[src/hw/rtl/mfae_pkg.sv]
// Shared widths, register indexes and the multiply-accumulate control type
// for the feedback acceleration estimator. No dependencies.
`default_nettype none

package mfae_pkg;

  // configuration port
  localparam int CFG_IDX_W  = 4;
  localparam int CFG_DATA_W = 32;

  // register indexes
  localparam logic [CFG_IDX_W-1:0] REG_REVERSE   = 4'd0;
  localparam logic [CFG_IDX_W-1:0] REG_POS_OFS   = 4'd1;
  localparam logic [CFG_IDX_W-1:0] REG_TRQ_CONST = 4'd2;
  localparam logic [CFG_IDX_W-1:0] REG_COEF_B0   = 4'd3;
  localparam logic [CFG_IDX_W-1:0] REG_COEF_B1   = 4'd4;
  localparam logic [CFG_IDX_W-1:0] REG_COEF_B2   = 4'd5;
  localparam logic [CFG_IDX_W-1:0] REG_COEF_A1   = 4'd6;
  localparam logic [CFG_IDX_W-1:0] REG_COEF_A2   = 4'd7;

  // payload widths
  localparam int FRAME_W = 64;
  localparam int POS_W   = 27;
  localparam int POFS_W  = 28;
  localparam int VEL_W   = 29;
  localparam int CUR_W   = 23;
  localparam int TRQ_W   = 27;
  localparam int ACC_W   = 40;
  localparam int TEMP_W  = 8;
  localparam int ERR_W   = 8;

  // register widths
  localparam int OFS_W  = 27;
  localparam int KT_W   = 20;
  localparam int COEF_W = 32;

  // shared multiplier and accumulator
  localparam int MUL_A_W = 32;
  localparam int MUL_B_W = 21;
  localparam int PROD_W  = MUL_A_W + MUL_B_W;
  localparam int SUM_W   = 75;
  localparam int PART_W  = 20;

  // accumulator control, one word per cycle from the sequencer
  typedef struct packed {
    logic clr;
    logic en;
    logic sub;
    logic shift;
  } mac_ctrl_t;

endpackage

`default_nettype wire

[src/hw/rtl/mfae_if.sv]
// Request channels of the feedback acceleration estimator: the frame input
// and the decoded result output. Depends on mfae_pkg.
`default_nettype none

interface mfae_in_if;
  import mfae_pkg::*;
  logic               valid;
  logic               ready;
  logic [FRAME_W-1:0] frame_data;

  modport source (output valid, output frame_data, input ready);
  modport sink (input valid, input frame_data, output ready);
endinterface

interface mfae_out_if;
  import mfae_pkg::*;
  logic                     valid;
  logic                     ready;
  logic signed [POS_W-1:0]  position_deg;
  logic signed [POFS_W-1:0] position_rel_deg;
  logic signed [VEL_W-1:0]  velocity_dps;
  logic signed [CUR_W-1:0]  current_amp;
  logic signed [TRQ_W-1:0]  torque_nm;
  logic signed [ACC_W-1:0]  accel_raw;
  logic signed [ACC_W-1:0]  accel_filtered;
  logic signed [TEMP_W-1:0] temperature;
  logic [ERR_W-1:0]         error_code;

  modport source (
    output valid, output position_deg, output position_rel_deg, output velocity_dps,
    output current_amp, output torque_nm, output accel_raw, output accel_filtered,
    output temperature, output error_code, input ready
  );
  modport sink (
    input valid, input position_deg, input position_rel_deg, input velocity_dps,
    input current_amp, input torque_nm, input accel_raw, input accel_filtered,
    input temperature, input error_code, output ready
  );
endinterface

`default_nettype wire

[src/hw/rtl/mfae_mac.sv]
// Shared 32x21 signed multiplier with registered product and a wide
// accumulator that adds or subtracts the product, optionally shifted by 20.
// Depends on mfae_pkg.
`default_nettype none

module mfae_mac import mfae_pkg::*; (
  input  wire logic                      clk_i,
  input  wire logic signed [MUL_A_W-1:0] a_i,
  input  wire logic signed [MUL_B_W-1:0] b_i,
  input  wire mac_ctrl_t                 ctrl_i,
  output logic signed [PROD_W-1:0]       prod_o,
  output logic signed [SUM_W-1:0]        sum_o
);

  logic signed [PROD_W-1:0] prod_q;
  logic signed [PROD_W-1:0] prod_d;
  logic signed [SUM_W-1:0]  sum_q;
  logic signed [SUM_W-1:0]  sum_d;
  logic signed [SUM_W-1:0]  term_ext;
  logic signed [SUM_W-1:0]  term;

  // one product per cycle
  assign prod_d = a_i * b_i;

  // align the previous product and accumulate
  always_comb begin
    term_ext = SUM_W'(prod_q);
    term     = ctrl_i.shift ? (term_ext <<< PART_W) : term_ext;
    if (ctrl_i.clr) begin
      sum_d = '0;
    end else if (ctrl_i.en) begin
      sum_d = ctrl_i.sub ? (sum_q - term) : (sum_q + term);
    end else begin
      sum_d = sum_q;
    end
  end

  always_ff @(posedge clk_i) begin
    prod_q <= prod_d;
    sum_q  <= sum_d;
  end

  assign prod_o = prod_q;
  assign sum_o  = sum_q;

endmodule

`default_nettype wire

[src/hw/rtl/mit_feedback_accel_estimator_core.sv]
// Feedback frame decoder and acceleration estimator, top level.
// Depends on mfae_pkg, mfae_if and mfae_mac.
//
// Usage: one 64-bit feedback frame enters on frame_i (byte 0 in bits 63..56)
// and one result leaves on result_o: position, offset position, velocity,
// current, torque, raw and filtered acceleration, temperature and error code.
// Registers are written through cfg_we_i / cfg_idx_i / cfg_data_i; the user
// must write them only while the block is idle, which the block itself does
// not enforce; indexes above 7 are ignored. One item at a time: frame_i.ready
// is high only while the sequencer is idle, so a new frame is taken only once
// the last result has been handed off. Steps in order: decode (DEC1, DEC2),
// the shared multiplier for acceleration and torque (MACC, MTRQ), then ten
// passes of the filter sum over the same multiplier (one coefficient half a
// cycle), one more to drain the accumulator, rounding (RND), hand-off (DONE).
// The result sits in an output register; the next frame is accepted while it
// waits, and that frame's result is held back until the register is free.
// Reset clears registers, velocity and filter history to zero.
`default_nettype none

module mit_feedback_accel_estimator_core import mfae_pkg::*; (
  input  wire logic                  clk_i,
  input  wire logic                  rst_ni,
  input  wire logic                  cfg_we_i,
  input  wire logic [CFG_IDX_W-1:0]  cfg_idx_i,
  input  wire logic [CFG_DATA_W-1:0] cfg_data_i,
  mfae_in_if.sink                    frame_i,
  mfae_out_if.source                 result_o
);

  // sequencer states
  localparam logic [2:0] ST_IDLE = 3'd0;
  localparam logic [2:0] ST_DEC1 = 3'd1;
  localparam logic [2:0] ST_DEC2 = 3'd2;
  localparam logic [2:0] ST_MACC = 3'd3;
  localparam logic [2:0] ST_MTRQ = 3'd4;
  localparam logic [2:0] ST_FIR  = 3'd5;
  localparam logic [2:0] ST_RND  = 3'd6;
  localparam logic [2:0] ST_DONE = 3'd7;

  // filter passes: five taps, two halves each, plus one drain pass
  localparam logic [3:0] FIR_LAST = 4'd10;

  localparam logic signed [POFS_W-1:0] POFS_LIM  = 28'sd94380000;
  localparam logic [35:0]              TRQ_LIM   = 36'd39350000;
  localparam logic signed [PROD_W-1:0] ACC_LIM_P = 53'sd400000000000;
  localparam logic signed [44:0]       ACC_LIM_S = 45'sd400000000000;
  localparam logic signed [SUM_W-1:0]  RND_HALF  = 75'sd536870912;

  // configuration registers
  logic                     rev_q;
  logic signed [OFS_W-1:0]  ofs_q;
  logic [KT_W-1:0]          kt_q;
  logic signed [COEF_W-1:0] b0_q, b1_q, b2_q, a1_q, a2_q;

  // control and filter state
  logic [2:0]              state_q, state_d;
  logic [3:0]              cnt_q, cnt_d;
  logic                    out_valid_q, out_valid_d;
  logic                    load;
  logic signed [VEL_W-1:0] last_vel_q;
  logic signed [ACC_W-1:0] raw1_q, raw2_q, filt1_q, filt2_q;

  // datapath registers
  logic [FRAME_W-1:0]       frame_q;
  logic [25:0]              pn_q;
  logic                     pneg_q;
  logic [21:0]              cn_q;
  logic                     cneg_q;
  logic signed [VEL_W-1:0]  vel_q;
  logic signed [POS_W-1:0]  pos_q;
  logic signed [CUR_W-1:0]  cur_q;
  logic signed [29:0]       diff_q;
  logic signed [POFS_W-1:0] pofs_q;
  logic signed [ACC_W-1:0]  acc_q;
  logic signed [TRQ_W-1:0]  trq_q;
  logic signed [ACC_W-1:0]  filt_q;

  // output register
  logic signed [POS_W-1:0]  o_pos_q;
  logic signed [POFS_W-1:0] o_pofs_q;
  logic signed [VEL_W-1:0]  o_vel_q;
  logic signed [CUR_W-1:0]  o_cur_q;
  logic signed [TRQ_W-1:0]  o_trq_q;
  logic signed [ACC_W-1:0]  o_acc_q;
  logic signed [ACC_W-1:0]  o_filt_q;
  logic signed [TEMP_W-1:0] o_temp_q;
  logic [ERR_W-1:0]         o_err_q;

  // shared multiplier
  logic signed [MUL_A_W-1:0] mul_a;
  logic signed [MUL_B_W-1:0] mul_b;
  mac_ctrl_t                 mac_ctrl;
  logic signed [PROD_W-1:0]  prod;
  logic signed [SUM_W-1:0]   sum;

  mfae_mac u_mac (
    .clk_i  (clk_i),
    .a_i    (mul_a),
    .b_i    (mul_b),
    .ctrl_i (mac_ctrl),
    .prod_o (prod),
    .sum_o  (sum)
  );

  // first decode step: code offsets, magnitudes and constant gains
  logic [15:0]             p_code;
  logic [11:0]             v_code, i_code;
  logic signed [16:0]      pd;
  logic [15:0]             pabs;
  logic signed [12:0]      cd;
  logic [11:0]             cabs;
  logic signed [12:0]      vd, vds;
  logic [25:0]             pn_d;
  logic [21:0]             cn_d;
  logic signed [VEL_W-1:0] vel_d;

  always_comb begin
    p_code = frame_q[55:40];
    v_code = frame_q[39:28];
    i_code = frame_q[27:16];
    pd     = signed'({1'b0, p_code}) - 17'sd32767;
    pabs   = pd[16] ? 16'(-pd) : 16'(pd);
    cd     = signed'({1'b0, i_code}) - 13'sd2048;
    cabs   = cd[12] ? 12'(-cd) : 12'(cd);
    vd     = signed'({1'b0, v_code}) - 13'sd2047;
    vds    = rev_q ? -vd : vd;
    pn_d   = 26'(pabs) * 26'd1440;
    cn_d   = 22'(cabs) * 22'd1920;
    vel_d  = vds * 29'sd92160;
  end

  // second decode step: divide by 2^15-1 and 2^11-1 with rounding
  logic [25:0]             xp, pmag;
  logic [10:0]             ap, qp;
  logic [14:0]             bp;
  logic [15:0]             tp;
  logic [21:0]             xc, cmag;
  logic [10:0]             ac, qc;
  logic [11:0]             tc;
  logic signed [POS_W-1:0] pmag_s, pos_d;
  logic signed [CUR_W-1:0] cmag_s, cur_d;
  logic signed [29:0]      diff_d;

  always_comb begin
    xp     = pn_q + 26'd16383;
    ap     = xp[25:15];
    bp     = xp[14:0];
    tp     = {5'b0, ap} + {1'b0, bp};
    qp     = ap + 11'(tp >= 16'd32767);
    pmag   = pn_q + 26'(qp);
    pmag_s = signed'({1'b0, pmag});
    pos_d  = pneg_q ? -pmag_s : pmag_s;
    xc     = cn_q + 22'd1023;
    ac     = xc[21:11];
    tc     = {1'b0, ac} + {1'b0, xc[10:0]};
    qc     = ac + 11'(tc >= 12'd2047);
    cmag   = cn_q + 22'(qc);
    cmag_s = signed'({1'b0, cmag});
    cur_d  = cneg_q ? -cmag_s : cmag_s;
    diff_d = 30'(vel_q) - 30'(last_vel_q);
  end

  // offset position with saturation
  logic signed [POFS_W-1:0] pdiff, pofs_d;

  always_comb begin
    pdiff = POFS_W'(pos_q) - POFS_W'(ofs_q);
    if (pdiff > POFS_LIM) begin
      pofs_d = POFS_LIM;
    end else if (pdiff < -POFS_LIM) begin
      pofs_d = -POFS_LIM;
    end else begin
      pofs_d = pdiff;
    end
  end

  // raw acceleration from the product of the velocity step and 1000
  logic signed [ACC_W-1:0] acc_d;

  always_comb begin
    if (prod > ACC_LIM_P) begin
      acc_d = ACC_W'(ACC_LIM_P);
    end else if (prod < -ACC_LIM_P) begin
      acc_d = ACC_W'(-ACC_LIM_P);
    end else begin
      acc_d = ACC_W'(prod);
    end
  end

  // torque: round the current times constant product by 2^16, saturate
  logic                    tneg;
  logic [PROD_W-2:0]       tabs;
  logic [35:0]             tr, tcl;
  logic signed [TRQ_W-1:0] tmag_s, trq_d;

  always_comb begin
    tneg   = prod[PROD_W-1];
    tabs   = tneg ? (PROD_W-1)'(-prod) : (PROD_W-1)'(prod);
    tr     = 36'((tabs + 52'd32768) >> 16);
    tcl    = (tr > TRQ_LIM) ? TRQ_LIM : tr;
    tmag_s = signed'(TRQ_W'(tcl));
    trq_d  = tneg ? -tmag_s : tmag_s;
  end

  // filter output: round half up by 2^30, saturate
  logic signed [44:0]      sr;
  logic signed [ACC_W-1:0] filt_d;

  always_comb begin
    sr = 45'((sum + RND_HALF) >>> 30);
    if (sr > ACC_LIM_S) begin
      filt_d = ACC_W'(ACC_LIM_S);
    end else if (sr < -ACC_LIM_S) begin
      filt_d = ACC_W'(-ACC_LIM_S);
    end else begin
      filt_d = ACC_W'(sr);
    end
  end

  // multiplier operand selection and accumulator control
  logic [2:0]               tap;
  logic [3:0]               step;
  logic signed [COEF_W-1:0] coef_sel;
  logic signed [ACC_W-1:0]  x_sel;

  always_comb begin
    tap  = cnt_q[3:1];
    step = cnt_q - 4'd1;
    case (tap)
      3'd0:    begin coef_sel = b0_q; x_sel = acc_q;   end
      3'd1:    begin coef_sel = b1_q; x_sel = raw1_q;  end
      3'd2:    begin coef_sel = b2_q; x_sel = raw2_q;  end
      3'd3:    begin coef_sel = a1_q; x_sel = filt1_q; end
      3'd4:    begin coef_sel = a2_q; x_sel = filt2_q; end
      default: begin coef_sel = '0;   x_sel = '0;      end
    endcase

    mul_a = '0;
    mul_b = '0;
    unique case (state_q)
      ST_MACC: begin
        mul_a = MUL_A_W'(diff_q);
        mul_b = 21'sd1000;
      end
      ST_MTRQ: begin
        mul_a = MUL_A_W'(cur_q);
        mul_b = signed'({1'b0, kt_q});
      end
      ST_FIR: begin
        mul_a = coef_sel;
        mul_b = cnt_q[0] ? MUL_B_W'(signed'(x_sel[ACC_W-1:PART_W]))
                         : signed'({1'b0, x_sel[PART_W-1:0]});
      end
      default: begin
        mul_a = '0;
        mul_b = '0;
      end
    endcase

    mac_ctrl.clr   = (state_q == ST_FIR) && (cnt_q == 4'd0);
    mac_ctrl.en    = (state_q == ST_FIR) && (cnt_q != 4'd0);
    mac_ctrl.sub   = step[3:1] >= 3'd3;
    mac_ctrl.shift = step[0];
  end

  // sequencer
  always_comb begin
    state_d     = state_q;
    cnt_d       = cnt_q;
    load        = (state_q == ST_DONE) && (!out_valid_q || result_o.ready);
    out_valid_d = out_valid_q && !result_o.ready;
    if (load) begin
      out_valid_d = 1'b1;
    end
    unique case (state_q)
      ST_IDLE: begin
        if (frame_i.valid) begin
          state_d = ST_DEC1;
        end
      end
      ST_DEC1: state_d = ST_DEC2;
      ST_DEC2: state_d = ST_MACC;
      ST_MACC: state_d = ST_MTRQ;
      ST_MTRQ: begin
        state_d = ST_FIR;
        cnt_d   = '0;
      end
      ST_FIR: begin
        cnt_d = cnt_q + 4'd1;
        if (cnt_q == FIR_LAST) begin
          state_d = ST_RND;
        end
      end
      ST_RND: state_d = ST_DONE;
      ST_DONE: begin
        if (load) begin
          state_d = ST_IDLE;
        end
      end
      default: state_d = ST_IDLE;
    endcase
  end

  // control, configuration and filter state
  always_ff @(posedge clk_i or negedge rst_ni) begin
    if (!rst_ni) begin
      state_q     <= ST_IDLE;
      cnt_q       <= '0;
      out_valid_q <= 1'b0;
      rev_q       <= 1'b0;
      ofs_q       <= '0;
      kt_q        <= '0;
      b0_q        <= '0;
      b1_q        <= '0;
      b2_q        <= '0;
      a1_q        <= '0;
      a2_q        <= '0;
      last_vel_q  <= '0;
      raw1_q      <= '0;
      raw2_q      <= '0;
      filt1_q     <= '0;
      filt2_q     <= '0;
    end else begin
      state_q     <= state_d;
      cnt_q       <= cnt_d;
      out_valid_q <= out_valid_d;
      if (cfg_we_i) begin
        unique case (cfg_idx_i)
          REG_REVERSE:   rev_q <= cfg_data_i[0];
          REG_POS_OFS:   ofs_q <= signed'(cfg_data_i[OFS_W-1:0]);
          REG_TRQ_CONST: kt_q  <= cfg_data_i[KT_W-1:0];
          REG_COEF_B0:   b0_q  <= signed'(cfg_data_i[COEF_W-1:0]);
          REG_COEF_B1:   b1_q  <= signed'(cfg_data_i[COEF_W-1:0]);
          REG_COEF_B2:   b2_q  <= signed'(cfg_data_i[COEF_W-1:0]);
          REG_COEF_A1:   a1_q  <= signed'(cfg_data_i[COEF_W-1:0]);
          REG_COEF_A2:   a2_q  <= signed'(cfg_data_i[COEF_W-1:0]);
          default: ;
        endcase
      end
      if (load) begin
        last_vel_q <= vel_q;
        raw2_q     <= raw1_q;
        raw1_q     <= acc_q;
        filt2_q    <= filt1_q;
        filt1_q    <= filt_q;
      end
    end
  end

  // datapath and output payload
  always_ff @(posedge clk_i) begin
    if (state_q == ST_IDLE && frame_i.valid) begin
      frame_q <= frame_i.frame_data;
    end
    if (state_q == ST_DEC1) begin
      pn_q   <= pn_d;
      pneg_q <= pd[16] ^ rev_q;
      cn_q   <= cn_d;
      cneg_q <= cd[12] ^ rev_q;
      vel_q  <= vel_d;
    end
    if (state_q == ST_DEC2) begin
      pos_q  <= pos_d;
      cur_q  <= cur_d;
      diff_q <= diff_d;
    end
    if (state_q == ST_MACC) begin
      pofs_q <= pofs_d;
    end
    if (state_q == ST_MTRQ) begin
      acc_q <= acc_d;
    end
    if (state_q == ST_FIR && cnt_q == 4'd0) begin
      trq_q <= trq_d;
    end
    if (state_q == ST_RND) begin
      filt_q <= filt_d;
    end
    if (load) begin
      o_pos_q  <= pos_q;
      o_pofs_q <= pofs_q;
      o_vel_q  <= vel_q;
      o_cur_q  <= cur_q;
      o_trq_q  <= trq_q;
      o_acc_q  <= acc_q;
      o_filt_q <= filt_q;
      o_temp_q <= signed'(frame_q[15:8]);
      o_err_q  <= frame_q[7:0];
    end
  end

  // channel outputs
  assign frame_i.ready             = (state_q == ST_IDLE);
  assign result_o.valid            = out_valid_q;
  assign result_o.position_deg     = o_pos_q;
  assign result_o.position_rel_deg = o_pofs_q;
  assign result_o.velocity_dps     = o_vel_q;
  assign result_o.current_amp      = o_cur_q;
  assign result_o.torque_nm        = o_trq_q;
  assign result_o.accel_raw        = o_acc_q;
  assign result_o.accel_filtered   = o_filt_q;
  assign result_o.temperature      = o_temp_q;
  assign result_o.error_code       = o_err_q;

endmodule

`default_nettype wire
[src/flat_wrapper.sv]
// flat-port wrapper written by rule: the top's interface ports become plain ports
module mit_feedback_accel_estimator_core_flat import mfae_pkg::*;
  (clk_i, rst_ni, cfg_we_i, cfg_idx_i, cfg_data_i, frame_i_valid, frame_i_frame_data, frame_i_ready, result_o_valid, result_o_position_deg, result_o_position_rel_deg, result_o_velocity_dps, result_o_current_amp, result_o_torque_nm, result_o_accel_raw, result_o_accel_filtered, result_o_temperature, result_o_error_code, result_o_ready);
  mfae_in_if frame_i_i ();
  mfae_out_if result_o_i ();
  input  wire logic clk_i;
  input  wire logic rst_ni;
  input  wire logic cfg_we_i;
  input  wire logic [CFG_IDX_W-1:0] cfg_idx_i;
  input  wire logic [CFG_DATA_W-1:0] cfg_data_i;
  input wire logic [$bits(frame_i_i.valid)-1:0] frame_i_valid;
  input wire logic [$bits(frame_i_i.frame_data)-1:0] frame_i_frame_data;
  output wire logic [$bits(frame_i_i.ready)-1:0] frame_i_ready;
  output wire logic [$bits(result_o_i.valid)-1:0] result_o_valid;
  output wire logic [$bits(result_o_i.position_deg)-1:0] result_o_position_deg;
  output wire logic [$bits(result_o_i.position_rel_deg)-1:0] result_o_position_rel_deg;
  output wire logic [$bits(result_o_i.velocity_dps)-1:0] result_o_velocity_dps;
  output wire logic [$bits(result_o_i.current_amp)-1:0] result_o_current_amp;
  output wire logic [$bits(result_o_i.torque_nm)-1:0] result_o_torque_nm;
  output wire logic [$bits(result_o_i.accel_raw)-1:0] result_o_accel_raw;
  output wire logic [$bits(result_o_i.accel_filtered)-1:0] result_o_accel_filtered;
  output wire logic [$bits(result_o_i.temperature)-1:0] result_o_temperature;
  output wire logic [$bits(result_o_i.error_code)-1:0] result_o_error_code;
  input wire logic [$bits(result_o_i.ready)-1:0] result_o_ready;
  assign frame_i_i.valid = frame_i_valid;
  assign frame_i_i.frame_data = frame_i_frame_data;
  assign frame_i_ready = frame_i_i.ready;
  assign result_o_valid = result_o_i.valid;
  assign result_o_position_deg = result_o_i.position_deg;
  assign result_o_position_rel_deg = result_o_i.position_rel_deg;
  assign result_o_velocity_dps = result_o_i.velocity_dps;
  assign result_o_current_amp = result_o_i.current_amp;
  assign result_o_torque_nm = result_o_i.torque_nm;
  assign result_o_accel_raw = result_o_i.accel_raw;
  assign result_o_accel_filtered = result_o_i.accel_filtered;
  assign result_o_temperature = result_o_i.temperature;
  assign result_o_error_code = result_o_i.error_code;
  assign result_o_i.ready = result_o_ready;
  mit_feedback_accel_estimator_core u_core (.clk_i(clk_i), .rst_ni(rst_ni), .cfg_we_i(cfg_we_i), .cfg_idx_i(cfg_idx_i), .cfg_data_i(cfg_data_i), .frame_i(frame_i_i), .result_o(result_o_i));
endmodule
[config.mk]
export PLATFORM = sky130hd
export DESIGN_NAME = mit_feedback_accel_estimator_core_flat
export DESIGN_NICKNAME = d
export VERILOG_FILES = /design/src/hw/rtl/mfae_pkg.sv /design/src/hw/rtl/mfae_if.sv /design/src/hw/rtl/mfae_mac.sv /design/src/hw/rtl/mit_feedback_accel_estimator_core.sv /design/src/flat_wrapper.sv
export SDC_FILE = /design/constraint.sdc
export NUM_CORES = 2
export LEC_CHECK = 0
export BUFFER_PORTS_ARGS = -buffer_cell sky130_fd_sc_hd__buf_2
export CORE_AREA = 2 2 495 497
export DETAILED_ROUTE_END_ITERATION = 8
export DIE_AREA = 0 0 497 499
export MAX_ROUTING_LAYER = met4
export PLACE_DENSITY = 0.55
export SLEW_MARGIN = 20
export SYNTH_ARGS = -nofsm -noshare
export SYNTH_HDL_FRONTEND = slang
export SYNTH_SLANG_ARGS = --single-unit
[constraint.sdc]
create_clock -name clk_i -period 9.4 [get_ports clk_i]
set_input_delay 1.41 -clock clk_i [delete_from_list [all_inputs] [get_ports clk_i]]
set_output_delay 1.41 -clock clk_i [all_outputs]
set_load 0.01 [all_outputs]
After elaboration in Yosys (flattened, before gate mapping). Index checks and enable logic that the tools add are counted.

$add $sub $neg: 26. $lt $le $gt $ge: 10. Div/mod/pow operators: 0. $mul: 4. Multiplexer cells: 24. Shifts and indexed selects: 0. Eq/ne operators: 22. Reductions and logical operators: 26. Bitwise operators: 2.

Operator list (number): one-hot mux 40 bit (5 select lines) (1); one-hot mux 32 bit (5 select lines) (1); one-hot mux 32 bit (3 select lines) (1); 2-to-1 mux 40 bit (2); adder 75 x 31 -> 75 bit (second input constant) (1); adder 75 x 73 -> 75 bit (1); 2-to-1 mux 75 bit (1); subtractor 75 x 73 -> 75 bit (1); 2-to-1 mux 72 bit (1); one-hot mux 21 bit (3 select lines) (1); 2-to-1 mux 27 bit (2); > comparator 53 x 40 -> 1 bit (second input constant) (1); less-than comparator 53 x 40 -> 1 bit (second input constant) (1); multiplier 32 x 21 -> 53 bit (1); adder 52 x 16 -> 52 bit (second input constant) (1); 2-to-1 mux 52 bit (1); negation 52 bit (1); > comparator 45 x 40 -> 1 bit (second input constant) (1); less-than comparator 45 x 40 -> 1 bit (second input constant) (1); > comparator 36 x 26 -> 1 bit (second input constant) (1); subtractor 29 x 29 -> 30 bit (1); > comparator 28 bit (second input constant) (1); less-than comparator 28 bit (second input constant) (1); 2-to-1 mux 28 bit (1); 55 further kinds (88).

Bits in writable memories: 0. Memories kept: 0. Output and inout port bits: 232. ROM bits: 0. Register bits: 1068. Input port bits: 105. Logic and storage cells: 159. Bits in latches: 0.

Logic depth before layout (Yosys ltp).
Word-level depth: 7. Mapped depth: 40. Gate-level depth less buffers: 36.

Hierarchy. Synthesis repeated with hierarchy kept, for this count alone.

Cell total of the unflattened synthesis: 8648. Area total of the unflattened synthesis: 86185.2 um^2.

Modules (own cells, without submodules): mit_feedback_accel_estimator_core (cells each 4498, area an instance 51602.0 um^2, times used 1, sequential area each 25924.9 um^2); mfae_mac (cells each 4150, area an instance 34583.2 um^2, times used 1, sequential area each 2562.5 um^2).

Least setup slack after synthesis. Ideal clock, no wire load.

Kind: register to register. From: register u_core.state_q[0]. To: register u_core.u_mac.prod_q[52], in the netlist u_core.u_mac.prod_o[52]. Clock period less this slack: 10081 ps. Setup time: 72 ps. Stages on the path, launching flop included: 35. Arrival: 10009 ps. Buffers on the path: 4. Required time: 9328 ps. Path slack: -681 ps. Cells stage by stage: dfrtp_1 inv_1 ha_1 and2_1 clkbuf_1 clkbuf_1 buf_1 a22o_1 clkbuf_1 nand2_1 fa_1 inv_1 fa_1 inv_1 fa_1 inv_1 ha_1 ha_1 inv_1 fa_1 inv_1 fa_1 ha_1 or3_1 or2_2 o2111ai_1 a211oi_1 o311ai_0 o21ai_0 o311ai_0 o22ai_1 o41ai_1 o21ai_0 a21oi_1 xnor2_1.

Longest elaborated chain between the ends: 3. Elaborated cells on any way between the ends: 6. Classes of those cells: 1 x mul; 3 x eq/ne; 2 x mux.

Ends and longest elaborated chain: start, declared (line mit_feedback_accel_estimator_core.sv:56) `logic [2:0] state_q, state_d;`; start signal, assigned (line mit_feedback_accel_estimator_core.sv:324) `state_q <= state_d;`; == test 3 bit or == test 3 x 2 -> 1 bit (tied branches) (line mit_feedback_accel_estimator_core.sv:240) `unique case (state_q)`; one-hot mux 32 bit (3 select lines) or one-hot mux 21 bit (3 select lines) (tied branches) (line mit_feedback_accel_estimator_core.sv:240); multiplier 32 x 21 -> 53 bit * (line mfae_mac.sv:23) `assign prod_d = a_i * b_i;`; net u_core.u_mac.prod_d[52] (line mfae_mac.sv:16) `logic signed [PROD_W-1:0] prod_d;`; end signal, assigned (line mfae_mac.sv:39) `prod_q <= prod_d;`; end, declared (line mfae_mac.sv:15) `logic signed [PROD_W-1:0] prod_q;`.

The timed path passes the listed nets; every way through them passes the cells marked *. A chain may end at the register's enable or synchronous reset.

Worst setup path after layout.
From: register u_core.cnt_q[1]. To: register u_core.u_mac.prod_q[50], in the netlist u_core.u_mac.prod_o[50].

Longest elaborated chain between the ends: 5. Elaborated cells on any way between the ends: 11. Classes of those cells: 1 x mul; 4 x eq/ne; 5 x mux; 1 x reduce/logical.

Ends and longest elaborated chain: start, declared (line mit_feedback_accel_estimator_core.sv:57) `logic [3:0] cnt_q, cnt_d;`; start signal, assigned (line mit_feedback_accel_estimator_core.sv:325) `cnt_q <= cnt_d;`; == test 3 bit (tied with other cells) (line mit_feedback_accel_estimator_core.sv:229) `case (tap)`; one-hot mux 40 bit (5 select lines) (line mit_feedback_accel_estimator_core.sv:229); 2-to-1 mux 21 bit (line mit_feedback_accel_estimator_core.sv:251) `mul_b = cnt_q[0] ? MUL_B_W'(signed'(x_sel[ACC_W-1:PART_W]))`; one-hot mux 21 bit (3 select lines) (line mit_feedback_accel_estimator_core.sv:240); multiplier 32 x 21 -> 53 bit * (line mfae_mac.sv:23); net u_core.u_mac.prod_d[50] (line mfae_mac.sv:16).

Marked as above.

==> impl_metrics.tcl <==
set metrics [dict create \
    status "finished clean" \
    htree_levels 3 \
    criticalPathCategory "flop to flop" \
    yosysTopAreaCellShare 0.190 \
    numClockSinks 1057 \
    critical-path-max-stage-delay_ns 0.55 \
    grt_pass1_vias 64800 \
    initial_core_util 0.348 \
    relSlewSlack 0.287 \
    crit_top_cell "fa_1" \
    dpl.hpwl_microns 213000 \
    layout.nets 10200 \
    worst-path-max-fanout 6 \
    drt_first_pass_iters 8 \
    worstReg2RegStart "u_core.cnt_q[1]" \
    yosys.cell_count.top_type "inv_1" \
    arrival_ns 9.80 \
    critPathBufInv 11 \
    grt_antenna_before_repair 40 \
    clk_pin_slew_ns 0.06 \
    max_slew.worst_pin.slew_ns 1.07 \
    syn_area_sq_um 84500 \
    reg2reg_depth 39 \
    critPathSlowestCell "fa_1" \
    cts_tree "built" \
    worstHoldStart "u_core.pofs_q[11]" \
    synthTopCellsByArea "edfxtp_1 (19%), fa_1 (18%), dfrtp_1 (12%), ha_1 (5.8%), mux2_2 (5.0%)" \
    max_cap_violations 0 \
    ioPinCount 337 \
    die-area_sq_um 248000 \
    wl_per_cell_microns 22.1 \
    critPathTopFamily "adder cells" \
    max_freq_mhz 109 \
    syn2layout_area_growth_pct 15.7 \
    grt_pass1_wl_microns 407000 \
    synth_common_cells "inv_1 (1,113), nand2_1 (831), fa_1 (743)" \
    slew_violations 0 \
    grt.overflow.total 0 \
    fp.dieW_microns 497 \
    crit_required_ns 10.00 \
    end_kind "flop" \
    initialDrtViolationCount 5740 \
    via_count 64800 \
    hp-class "flop to flop" \
    crit_start "u_core.cnt_q[1]" \
    crit_path_start_kind "flop" \
    finalSetupViolCount 0 \
    drc 0 \
    ant_nets 0 \
    yosysSeqAreaShare 0.337 \
    rows 181 \
    wl_microns 273000 \
    synth_edf_count 535 \
    grt_max_degree 154 \
    syn_inst 8498 \
    dieHeight_microns 499 \
    drive_gt1_frac 0.175 \
    ys_ff_latch 1057 \
    cts_hold_buf 0 \
    clockBufferDepth 3 \
    clock_skew_ns 0.0793 \
    finalCoreUtilization 0.403 \
    dp.cells 12000 \
    rrSetupSlack_ns 0.21 \
    syn_avg_cell_area_sq_um 9.95 \
    clock_latency_ns 0.79 \
    track_usage 0.220 \
    fin_cells 12300 \
    yosysTopAreaCell "edfxtp_1" \
    yosysWarnings 0 \
    fin_crit_ns 9.19 \
    cp.depth 39 \
    timing.critical_path.to "u_core.u_mac.prod_o[50]" \
    hold_viol_final 0 \
    gp_congestion 0.955 \
    synthArstFlopShare 0.373 \
    min_period_over_period 0.978 \
    numCtsBuffers 116 \
    ys.flop_type "edfxtp_1" \
    yosysUniqueCellTypes 108 \
    r2r-end "u_core.u_mac.prod_o[50]" \
    port_buffers 317 \
    coreArea_sq_um 243000 \
    root_buffer "clkbuf_16" \
    vias_per_cell 5.25 \
]
[sequential cells by signal (all words and copies together) (netlist names), 28 cells and up]
| register | cells |
|---|---|
| u_core.a1_q | 32 |
| u_core.filt1_q | 40 |
| u_core.frame_q | 56 |
| u_core.u_mac.sum_o | 75 |
| u_core.a2_q | 32 |
| u_core.raw2_q | 40 |
| u_core.result_o.accel_raw | 40 |
| u_core.b1_q | 32 |
| u_core.b2_q | 32 |
| u_core.result_o.position_rel_deg | 28 |
| u_core.raw1_q | 40 |
| u_core.acc_q | 40 |
| u_core.filt2_q | 40 |
| u_core.result_o.accel_filtered | 40 |
| u_core.b0_q | 32 |
| u_core.u_mac.prod_o | 53 |
| u_core.pofs_q | 28 |
| u_core.filt_q | 40 |
[how the worst min path moves through the flow]
stage | endpoint | slack (ns) | cells past startpoint
6_report | u_core.result_o.position_rel_deg[11] | 0.41 | 0
5_1_grt | u_core.result_o.torque_nm[15] | 0.42 | 0
4_1_cts | u_core.result_o.position_rel_deg[11] | 0.42 | 0
3_5_place_dp | u_core.result_o.temperature[0] | 0.40 | 0
3_3_place_gp | u_core.result_o.error_code[6] | 0.40 | 0
2_1_floorplan | u_core.result_o.error_code[0] | 0.40 | 0
[kinds of logic (layout without fill, tap and decap cells)]
family,after synthesis,count (layout),share of synthesized area
simple gates,2229,2230,0.123
buf+inv,1564,2164,0.0707
compound gates,1501,1501,0.116
fa+ha+maj,1136,1136,0.234
flops,1057,1057,0.337
xor+xnor,547,547,0.0567
mux,463,463,0.0629
other cells,1,42,0.0000444
[area by class of cell]
type                    count  area, sq um
repair buffers            827         6280
multi-input cells        5888        50700
well taps                3202         4010
clock inverters            79          955
inverters                1115         4190
fillers                 23600       145000
diodes                     31         77.6
flip-flops and latches   1057        28500
clock buffers             143         3100
[cells in the final DEF, fill, tap and decap left out, types with 31 or more instances in the layout]
master	instances
o31ai_1	45
buf_2	317
nand2_1	826
dfxtp_1	127
nand3_1	163
o21ai_0	313
nor2b_1	75
nor2_1	564
a22oi_1	98
fa_1	729
xor2_1	221
clkbuf_16	123
nor3_1	132
mux2i_1	73
nand4_1	58
diode_2	31
o21a_1	58
o21bai_1	42
ha_1	386
and3_1	45
dfrtp_1	390
mux2_2	372
and2_1	76
edfxtp_1	535
a31oi_1	69
buf_12	57
inv_1	1109
nand2b_1	41
buf_4	435
xnor2_1	326
or3_1	39
nor4_1	45
a21oi_1	368
a21o_1	130
[metrics by stage]
step	TNS, ns	hold slack [ns]	instance area (sq um)	setup slack [ns]
6_report	0	0.414	97800	0.209
5_1_grt	-0.122	0.422	97800	-0.0578
4_1_cts	0	0.415	96900	0.0159
3_5_place_dp	-0.476	0.405	92700	-0.284
3_3_place_gp	-0.356	0.401	92700	-0.232
2_1_floorplan	0	0.400	84600	0.0114
[repair_timing]
item | CTS | global route
endpoints found under the setup margin | 6 | 7
pin swaps | 3 | 50
gates resized for setup | 16 | 91
gates cloned | 0 | 5
buffers inserted | 3 | 42
[layer usage]
layer / vias up / GRT usage / wire, microns
met5: - / - / 0
met3: 441 / 0.0424 / 19200
met1: 32600 / 0.291 / 119000
li1: 29700 / - / -
met4: 0 / 0.0740 / 10600
met2: 2071 / 0.339 / 124000
Power is not shown: default switching activity piles up to over one toggle a cycle in this logic, so the estimate is an artifact.
